--- src/vmf_pkg.sv ---
// vmf_pkg: widths and reset constants shared by the vector mode finder
`default_nettype none

package vmf_pkg;

  localparam int SAMPLE_W = 8;
  localparam int COUNT_W  = 11;
  localparam int LEN_W    = 11;

  localparam logic [LEN_W-1:0] LEN_RESET = LEN_W'(16);

  typedef logic [SAMPLE_W-1:0] sample_t;
  typedef logic [COUNT_W-1:0]  count_t;
  typedef logic [LEN_W-1:0]    len_t;

endpackage

`default_nettype wire

--- src/vmf_ram.sv ---
// vmf_ram: generic single write port, single read port ram with registered read
`default_nettype none

module vmf_ram #(
  parameter int WIDTH = 11,
  parameter int DEPTH = 256
) (
  input  wire logic                     clk,
  input  wire logic                     wr_en,
  input  wire logic [$clog2(DEPTH)-1:0] wr_addr,
  input  wire logic [WIDTH-1:0]         wr_data,
  input  wire logic                     rd_en,
  input  wire logic [$clog2(DEPTH)-1:0] rd_addr,
  output      logic [WIDTH-1:0]         rd_data
);

  logic [WIDTH-1:0] mem [DEPTH];

  always_ff @(posedge clk) begin
    if (wr_en) begin
      mem[wr_addr] <= wr_data;
    end
    if (rd_en) begin
      rd_data <= mem[rd_addr];
    end
  end

endmodule

`default_nettype wire

--- src/vector_mode_finder.sv ---
// vector_mode_finder: top level, streaming histogram mode finder
`default_nettype none

// Takes one sample per cycle while sample_stall is low, no gaps needed between
// items, and reports the mode of each vector of vector_length samples (0 acts
// as 1) via the read-modify-write stage and the output register once the
// vector's last sample is accepted. Bin counts live in a ram with a registered
// read: a sample's bin is read on the cycle it is accepted and written back on
// the next, and a repeated bin on consecutive samples is forwarded from the last
// write. Per-bin valid flags clear the whole histogram at once at the end of each
// vector, so no clearing pass is needed after reset or between vectors. The best
// value's count is kept in a register. An output register plus one skid entry
// hold finished results; sample_stall rises only when mode_stall keeps them full.

module vector_mode_finder
  import vmf_pkg::*;
#(
  parameter int NUM_BINS = 256
) (
  input  wire logic           clk,
  input  wire logic           rst,
  input  wire logic           cfg_valid,
  output      logic           cfg_ready,
  input  wire logic [LEN_W-1:0] cfg_data,
  input  wire logic           sample_valid,
  output      logic           sample_stall,
  input  wire logic [SAMPLE_W-1:0] sample,
  output      logic           mode_valid,
  input  wire logic           mode_stall,
  output      logic [SAMPLE_W-1:0] mode_value
);

  localparam int MAX_BINS = 2 ** SAMPLE_W;
  localparam int BINS     = (NUM_BINS < MAX_BINS) ? NUM_BINS : MAX_BINS;
  localparam int AW       = $clog2(BINS);
  localparam logic [SAMPLE_W:0] BIN_LIMIT = (SAMPLE_W + 1)'(BINS);

  len_t    vector_length;
  len_t    position;
  len_t    pos_next;
  len_t    len_eff;
  sample_t best;
  count_t  best_count;

  logic         s1_valid;
  sample_t      s1_sample;
  logic [AW-1:0] s1_addr;
  logic         s1_in_range;
  logic         s1_last;
  count_t       rd_count;
  count_t       cur_count;
  count_t       new_count;
  sample_t      best_next;
  count_t       best_count_next;
  logic         fwd_hit;

  logic          fwd_valid;
  logic [AW-1:0] fwd_addr;
  count_t        fwd_data;

  logic [BINS-1:0] bin_valid;

  logic    skid_valid;
  sample_t skid_value;
  logic    pop;
  logic    push;
  logic [1:0] held;
  logic    accept;
  logic    wr_en;

  assign cfg_ready = 1'b1;

  // admission: worst case room for the item now entering
  assign pop          = mode_valid && !mode_stall;
  assign held         = 2'(mode_valid) + 2'(skid_valid) + 2'(s1_valid) - 2'(pop);
  assign sample_stall = (held >= 2'd2);
  assign accept       = sample_valid && !sample_stall;

  vmf_ram #(
    .WIDTH(COUNT_W),
    .DEPTH(BINS)
  ) u_bins (
    .clk    (clk),
    .wr_en  (wr_en),
    .wr_addr(s1_addr),
    .wr_data(new_count),
    .rd_en  (accept),
    .rd_addr(sample[AW-1:0]),
    .rd_data(rd_count)
  );

  // read-modify-write stage
  always_comb begin
    s1_addr     = s1_sample[AW-1:0];
    s1_in_range = ({1'b0, s1_sample} < BIN_LIMIT);
    fwd_hit     = fwd_valid && (fwd_addr == s1_addr);
    if (fwd_hit) begin
      cur_count = fwd_data;
    end else if (bin_valid[s1_addr]) begin
      cur_count = rd_count;
    end else begin
      cur_count = '0;
    end
    new_count = cur_count + COUNT_W'(1);
    wr_en     = s1_valid && s1_in_range;

    best_next       = best;
    best_count_next = best_count;
    if (s1_in_range) begin
      if (s1_sample == best) begin
        best_count_next = new_count;
      end else if (best_count < new_count) begin
        best_next       = s1_sample;
        best_count_next = new_count;
      end
    end

    len_eff  = (vector_length == '0) ? LEN_W'(1) : vector_length;
    pos_next = position + LEN_W'(1);
    s1_last  = (pos_next >= len_eff) || (pos_next == '0);
    push     = s1_valid && s1_last;
  end

  always_ff @(posedge clk) begin
    if (rst) begin
      vector_length <= LEN_RESET;
      position      <= '0;
      best          <= '0;
      best_count    <= '0;
      s1_valid      <= 1'b0;
      fwd_valid     <= 1'b0;
      bin_valid     <= '0;
      mode_valid    <= 1'b0;
      skid_valid    <= 1'b0;
    end else begin
      if (cfg_valid && cfg_ready) begin
        vector_length <= cfg_data;
      end

      s1_valid <= accept;
      if (accept) begin
        s1_sample <= sample;
      end

      fwd_valid <= wr_en && !s1_last;
      fwd_addr  <= s1_addr;
      fwd_data  <= new_count;

      if (s1_valid) begin
        if (s1_last) begin
          position   <= '0;
          best       <= '0;
          best_count <= '0;
          bin_valid  <= '0;
        end else begin
          position   <= pos_next;
          best       <= best_next;
          best_count <= best_count_next;
          if (s1_in_range) begin
            bin_valid[s1_addr] <= 1'b1;
          end
        end
      end

      // output register with one skid entry
      if (!mode_valid || pop) begin
        if (skid_valid) begin
          mode_value <= skid_value;
          skid_valid <= push;
          skid_value <= best_next;
        end else begin
          mode_valid <= push;
          mode_value <= best_next;
        end
      end else if (push) begin
        skid_valid <= 1'b1;
        skid_value <= best_next;
      end
    end
  end

  a_skid_behind_out: assert property (@(posedge clk) disable iff (rst)
    skid_valid |-> mode_valid)
    else $error("skid entry held while output register empty");

  a_no_overflow: assert property (@(posedge clk) disable iff (rst)
    !(push && skid_valid && mode_valid && !pop))
    else $error("result lost: output register and skid both full");

  a_fwd_implies_valid: assert property (@(posedge clk) disable iff (rst)
    (s1_valid && fwd_hit) |-> bin_valid[s1_addr])
    else $error("forwarded count for a bin not marked valid");

  a_vector_restart: assert property (@(posedge clk) disable iff (rst)
    push |=> (position == '0) && (best == '0) && (best_count == '0))
    else $error("vector state not cleared after last sample");

endmodule

`default_nettype wire
--- config.mk ---
export PLATFORM = sky130hd
export DESIGN_NAME = vector_mode_finder
export DESIGN_NICKNAME = d
export VERILOG_FILES = /design/src/vmf_pkg.sv /design/src/vmf_ram.sv /design/src/vector_mode_finder.sv
export SDC_FILE = /design/constraint.sdc
export NUM_CORES = 2
export LEC_CHECK = 0
export BUFFER_PORTS_ARGS = -buffer_cell sky130_fd_sc_hd__buf_2
export CORE_MARGIN = 1.5
export CORE_UTILIZATION = 41
export CTS_CLUSTER_SIZE = 14
export DETAILED_ROUTE_END_ITERATION = 8
export PLACE_DENSITY = 0.59
export SYNTH_ARGS = -nofsm -noshare
export SYNTH_HDL_FRONTEND = slang
export SYNTH_SLANG_ARGS = --single-unit
--- constraint.sdc ---
create_clock -name clk -period 31.4 [get_ports clk]
set_clock_uncertainty 0.15 [all_clocks]
set_input_delay 6.28 -clock clk [delete_from_list [all_inputs] [get_ports clk]]
set_output_delay 6.28 -clock clk [all_outputs]
set_load 0.1 [all_outputs]
# Word-level counts from Yosys, hierarchy flattened
# Memory sizes are Yosys's and may differ from the RTL's. A register that Yosys moved wholly into a read port is not among the register bits.
# Cells that the tools add are included.
[word_totals] ff_bits=344 latchBits=0 ramBits=2816 romBits=0 input_bits=24 output_inout_bits=11 word_cells=76 mem_count=1
[classes] add_sub_neg=5 n_mul=0 n_div=0 order_cmp=5 n_eq_ne=3 shift=0 muxes=24 bitwise_logic=3 n_reduce_logical=21
[memory_table] name="u_bins.mem" words=256 width=11 rd=1 rd_ports_with_merged_regs=1 write_ports=1 line="vmf_ram.sv:17" text="logic [WIDTH-1:0] mem [DEPTH];"
[op_table] operator="2-to-1 mux 256 bit" count=1
[op_table] operator="bitwise OR 256 bit" count=1
[op_table] operator="2-to-1 mux 11 bit" count=7
[op_table] operator="2-to-1 mux 8 bit" count=7
[op_table] operator="adder 11 x 1 -> 11 bit, second input constant" count=2
[op_table] operator="logical NOT 11 bit" count=2
[op_table] operator="== test 8 bit" count=2
[op_table] operator="greater-or-equal comparator 11 bit" count=1
[op_table] operator="< comparator 11 bit" count=1
[op_table] operator="< comparator 8 x 9 -> 1 bit, second input constant" count=1
[op_table] operator="binary-select mux 1 bit (select 8 bit)" count=1
[op_table] operator="demux 1 bit (select 8 bit)" count=1
[op_table] operator="greater-or-equal comparator 8 x 1 -> 1 bit, second input constant" count=1
[op_table] operator="AND reduction 2 bit" count=4
[op_table] operator="2-to-1 mux 1 bit" count=7
[op_table] operator="logical AND 1 bit" count=6
[op_table] operator="logical NOT 1 bit" count=4
[op_table] operator="AND reduction 3 bit" count=1
[op_table] operator="nonzero test 3 bit" count=1
[op_table] operator="adder 1 x 1 -> 2 bit" count=1
[op_table] operator="adder 2 x 1 -> 2 bit" count=1
[op_table] operator="greater-or-equal comparator 2 bit, second input constant" count=1
[op_table] operator="logical OR 1 bit" count=2
[op_table] operator="!= test 2 bit, second input constant" count=1
[op_table] operator="3 further kinds" count=4

# Logic depth before layout (Yosys ltp)
[logic_depth] word_depth=10 depth_mapped=29 depth_no_buf=22

# Hierarchy
# From an unflattened synthesis, not the netlist that was laid out.
[unflattened] hier_cells=6585 hier_area_um2=123632.3
[by_module_without_submodules] mod="vmf_ram" instances=1 cells_each=4999 area_each_um2=108823.1 seq_area_each_um2=84891.4
[by_module_without_submodules] mod="vector_mode_finder" instances=1 cells_each=1586 area_each_um2=14809.2 seq_area_each_um2=7317.0

# Worst setup path before layout
# Ideal clock, no wire load.
[synth_path] path_kind="register to register" startpoint="reg s1_sample[1], in the netlist s1_addr[1]" endpoint="reg skid_value[3], data pin" setup_ps=260 arrival_ps=15980 required_time_ps=30990 setup_slack_ps=15010 path_stages_with_launch=26 n_path_buf=5 period_less_slack_ps=16390 cell_sequence="edfxtp_1 buf_6 buf_12 mux4_2 mux4_2 o22ai_1 nor3_1 nor4_2 or3b_4 o21ai_4 buf_2 a22oi_1 inv_1 ha_1 inv_1 ha_1 inv_1 o21ai_0 a221o_1 nor3_1 maj3_2 o211ai_2 and3_1 buf_6 buf_12 mux2_4"
[synth_via] elab_chain_len=10 elab_cells_between_ends=14 classes_between="add/sub (1); order compare (1); eq/ne (2); mux (9); reduce/logical (1)"
[synth_lines] element="from (decl)" line="vector_mode_finder.sv:46" text="sample_t s1_sample;"
[synth_lines] element="from (signal assigned)" line="vector_mode_finder.sv:142" text="s1_sample <= sample;"
[synth_lines] element="binary-select mux 1 bit (select 8 bit)" line="vector_mode_finder.sv:99" text="end else if (bin_valid[s1_addr]) begin"
[synth_lines] element="2-to-1 mux 1 bit (not written as such)" line="vector_mode_finder.sv:99"
[synth_lines] element="2-to-1 mux 11 bit" line="vector_mode_finder.sv:99"
[synth_lines] element="2-to-1 mux 11 bit" line="vector_mode_finder.sv:97" text="if (fwd_hit) begin"
[synth_lines] element="adder 11 x 1 -> 11 bit" line="vector_mode_finder.sv:104" text="new_count = cur_count + COUNT_W'(1);"
[synth_lines] element="< comparator 11 bit" line="vector_mode_finder.sv:112" text="end else if (best_count < new_count) begin"
[synth_lines] element="2-to-1 mux 8 bit" line="vector_mode_finder.sv:112"
[synth_lines] element="2-to-1 mux 8 bit *" line="vector_mode_finder.sv:110" text="if (s1_sample == best) begin"
[synth_lines] element="net best_next[3]" line="vector_mode_finder.sv:53" text="sample_t best_next;"
[synth_lines] element="2-to-1 mux 8 bit (on tied branches)" line="vector_mode_finder.sv:175, vector_mode_finder.sv:167"
[synth_lines] element="2-to-1 mux 8 bit *" line="vector_mode_finder.sv:166" text="if (!mode_valid || pop) begin"
[synth_lines] element="to (signal assigned)" line="vector_mode_finder.sv:170" text="skid_value <= best_next;"
[synth_lines] element="to (signal assigned)" line="vector_mode_finder.sv:177" text="skid_value <= best_next;"
[synth_lines] element="to (decl)" line="vector_mode_finder.sv:64" text="sample_t skid_value;"
# The timed path passes the listed nets; every way through them passes the cells marked *. The select of a mux whose other input is x is not followed.
# A chain may end at the register's enable or synchronous reset.

# Worst setup path after layout
[layout_path] startpoint="in mode_stall" endpoint="out sample_stall"
[layout_via] elab_chain_len=4
[layout_lines] element="from (decl)" line="vector_mode_finder.sv:29" text="input wire logic mode_stall,"
[layout_lines] element="logical NOT 1 bit" line="vector_mode_finder.sv:74" text="assign pop = mode_valid && !mode_stall;"
[layout_lines] element="logical AND 1 bit" line="vector_mode_finder.sv:74"
[layout_lines] element="subtractor 2 x 1 -> 2 bit" line="vector_mode_finder.sv:75" text="assign held = 2'(mode_valid) + 2'(skid_valid) + 2'(s1_valid) - 2'(pop);"
[layout_lines] element="greater-or-equal comparator 2 bit" line="vector_mode_finder.sv:76" text="assign sample_stall = (held >= 2'd2);"
[layout_lines] element="to (decl)" line="vector_mode_finder.sv:26" text="output logic sample_stall,"
# Every way passes these cells.

==> flow_summary.yaml <==
route:
  drc: 0
  wirelength_mm: 308.2
  drt_first_pass_iters: 6
  drt_iter0_drc: 6429
  wire_per_inst_microns: 30.75
  avgViaCountPerCell: 5.817
  ant_nets: 0
  vias: 58300
setup_path:
  cp_max_fo: 4
  critPathTopFamily: "buffers and inverters"
  endpoint_kind: "primary output"
  r2r_start: "s1_addr[3]"
  cp_cell_sequence: "buf_2 -> nor2b_1 -> ha_1 -> inv_1 -> ha_1 -> a21oi_1 -> xnor2_1 -> buf_2"
  required_ps: 24970
  crit_arrival_ps: 7960
  critPathKind: "in2out"
  cp-start-kind: "primary input"
  slowest_stage: "buf_2"
  critPathMaxStageDelay_ps: 460
  reg2reg_slack_ps: 21900
  rr_endpoint: "mode_value[2]"
  r2r_cells: 23
  critical_path_buf_inv_count: 3
yosys:
  ys_warn_count: 0
  synth-seq-cells: 3171
  synth_cells: 5604
  synthTopCellsByArea: "edfxtp_1, mux4_2, dfxtp_1"
  syn_area_sq_um: 122500
  synth_top_cell_by_area: "edfxtp_1"
  synthFlopType: "edfxtp_1"
  ys_types: 68
  synth_fp_nets: 5651
  ys_seq_area_share_pct: 75.29
  syn_avg_cell_area_sq_um: 21.85
  synth-edff-count: 2870
  synth_top_area_share_pct: 70.37
  ys_async_sr_fraction_pct: 0
grt:
  grt_pass1_wl_mm: 440.7
  antenna_found_initial: 11
  grt.total_usage_pct: 20.39
  grt_start_max_net_pins: 258
  overflow: 0
  first_global_vias: 59020
cts:
  cts_tree: "yes"
  h-tree-depth: 5
  clk_pin_slew_ps: 60
  postCtsSetupRepairBufs: 0
  cts_resized: 0
  worstSkewPairLatency_ps: 910
  clock-sinks: 3171
  clockBufferDepth: 4
  cts_buffers: 329
  root_buffer: "clkbuf_16"
  cts_hold_buf: 0
pwr:
  power_frac_clock_pct: 42.4
  switching_share_pct: 21.65
  total_leakage_power_nw: 43.76
  p_per_area_nw_per_um2: 64.78
  power_frac_seq_pct: 52.0
  irDropWorstVdd_mv: 0.04191
  p_int_mw: 7.040
  p_sw_mw: 1.946
  power_frac_comb_pct: 5.6
timing:
  maxSlewHeadroom_pct: 11.40
  final-hold-violation-count: 0
  fin_setup_tns_ps: 0
  tightest_slew_ps: 1324
  rsz0062_at_grt: "false"
  worst_slack_ps: 17010
  slew_violations: 0
  min_period_ps: 14390
  setup_viol: 0
  fmax_ghz: 0.06948
  fin_crit_sh_pct: 45.83
floorplanning:
  core-area_sq_um: 297000
  start_util_pct: 41.23
  fp.dieH_microns: 549.5
  dieArea_sq_um: 302000
  num_rows: 200
  fp.dieW_microns: 549.5
  io_pins: 35
hold_path:
  whs_path_depth: 1
  holdPathEnd: "bin_valid[220]"
  hold_path.class: "reg2reg"
  hp-start: "bin_valid[220]"
layout:
  register_area_sq_um: 92210
  area_delta_synth_final_pct: 13.25
  nFillCells: 24220
  multi_input_area_sq_um: 29250
  final_nets: 5863
  layout-drive-gt1-share_pct: 30.00
flow_run:
  cap_violations: 0
placed_design:
  post-dp-hpwl_mm: 177.2
  gp_congestion: 0.8332
  io_buffer_count: 33
  pre_cts_ws_ps: 17010
run_status:
  status: "finished, final reports clean"
flip-flops by register name (all words and copies together) (netlist names):
register / flops
position: 11
fwd_data: 11
fwd_addr: 8
skid_valid: 1
best: 8
skid_value: 8
best_count: 11
s1_addr: 8
u_bins.rd_data: 11
u_bins.mem: 2816
vector_length: 11
mode_valid: 1
bin_valid: 256
fwd_valid: 1
mode_value: 8
s1_valid: 1
layout make-up:
class | instances | area share [%]
diodes | 6 | 0.01082
clock buffers | 428 | 6.381
clock inverters | 164 | 1.114
well taps | 3939 | 3.553
multi-input cells | 2052 | 21.09
flip-flops and latches | 3171 | 66.48
inverters | 48 | 0.1786
repair buffers | 214 | 1.192
synthesized netlist by cell type (7+ instances only):
cell type,n
mux4_2,961
nand4_1,20
nor2b_1,14
mux2_2,8
nor2_1,273
buf_1,81
o32ai_1,11
nor3_1,37
nand2b_1,21
o22ai_1,13
edfxtp_1,2870
xnor2_1,27
clkbuf_1,228
o211ai_1,11
and3_1,8
dfxtp_1,301
a21oi_1,29
mux2i_1,90
nand3_1,40
nand2_1,63
and2_1,9
buf_2,10
ha_1,23
a22oi_1,40
o21a_1,264
o21ai_0,14
buf_4,7
inv_1,45
cell families (layout without fill, tap and decap cells):
kind of cell             Yosys count  in the layout  synth area share [%]
multiplexers                    1065           1065                 18.57
XOR/XNOR                          32             32                0.2288
other                              1              7              0.003062
flip-flops                      3171           3171                 75.29
AND/OR/NAND/NOR                  514            514                 1.902
AO/OA/AOI/OAI                    416            416                 2.503
adder cells (fa/ha/maj)           24             24                0.2442
buffers and inverters            381            854                 1.257
placed cells by master (no fill, tap or decap), drive strengths merged, types with 5 or more instances in the layout:
master	count
o32ai	11
ha	23
diode	6
a22oi	40
a21oi	30
nor2b	14
nand2	63
clkbuf	429
mux2	12
nand3	40
edfxtp	2870
buf	213
xor2	5
nand2b	21
clkinv	126
xnor2	27
and3	8
or3	5
o21a	264
o211ai	13
dfxtp	301
a31oi	5
o21ai	16
inv	55
mux2i	90
a22o	6
bufinv	26
nor2	273
nor3	39
clkinvlp	5
nor4	8
mux4	963
and2	9
nand4	20
o22ai	13
how the worst max path moves through the flow:
stage / endpoint / start / slack, ps / cells past startpoint
2_1_floorplan: skid_value[3] / s1_addr[1] / 15010 / 25
3_3_place_gp: sample_stall / mode_stall / 16920 / 8
3_5_place_dp: sample_stall / mode_stall / 17010 / 8
4_1_cts: sample_stall / mode_stall / 17000 / 8
5_1_grt: sample_stall / mode_stall / 16950 / 8
6_report: sample_stall / mode_stall / 17010 / 8
per-layer routing:
metal | vias up | global-route usage (%) | routed length, microns
li1 | 23940 | - | -
met5 | - | 0 | 39
met1 | 31940 | 28.99 | 130500
met4 | 6 | 5.868 | 8252
met3 | 408 | 3.963 | 22550
met2 | 2003 | 32.10 | 146900
worst register-to-register path, delay by kind of cell (launching register included):
kind	cells	cell delay [ps]
fa+ha+maj	3	740
simple gates	7	2100
flops	1	1000
buf+inv	4	1340
compound gates	8	3220
xor+xnor	1	570
power groups by stage:
| stage | logic, mW | clock network, mW | registers (mW) |
|---|---|---|---|
| 3_3_place_gp | 0.496 | 0 | 4.76 |
| 2_1_floorplan | 0.302 | 0 | 4.79 |
| 6_report | 0.503 | 3.81 | 4.68 |
| 5_1_grt | 0.531 | 4.03 | 4.67 |
| 3_5_place_dp | 0.509 | 0 | 4.76 |
| 4_1_cts | 0.509 | 3.87 | 4.67 |
through the flow:
stage / std cells / hold slack (ps) / util (%) / cell area [sq um] / power, mW
final: 10020 / 310.6 / 46.70 / 138700 / 8.985
after global placement: 9424 / 289.9 / 43.19 / 128300 / 5.259
after global routing: 10020 / 325.5 / 46.69 / 138700 / 9.231
after detailed placement: 9424 / 296.1 / 43.19 / 128300 / 5.273
after floorplan: 5604 / 270.6 / - / 122500 / 5.096
after CTS: 10020 / 312.1 / 46.69 / 138700 / 9.056
Power figures use the tool's default switching activity.
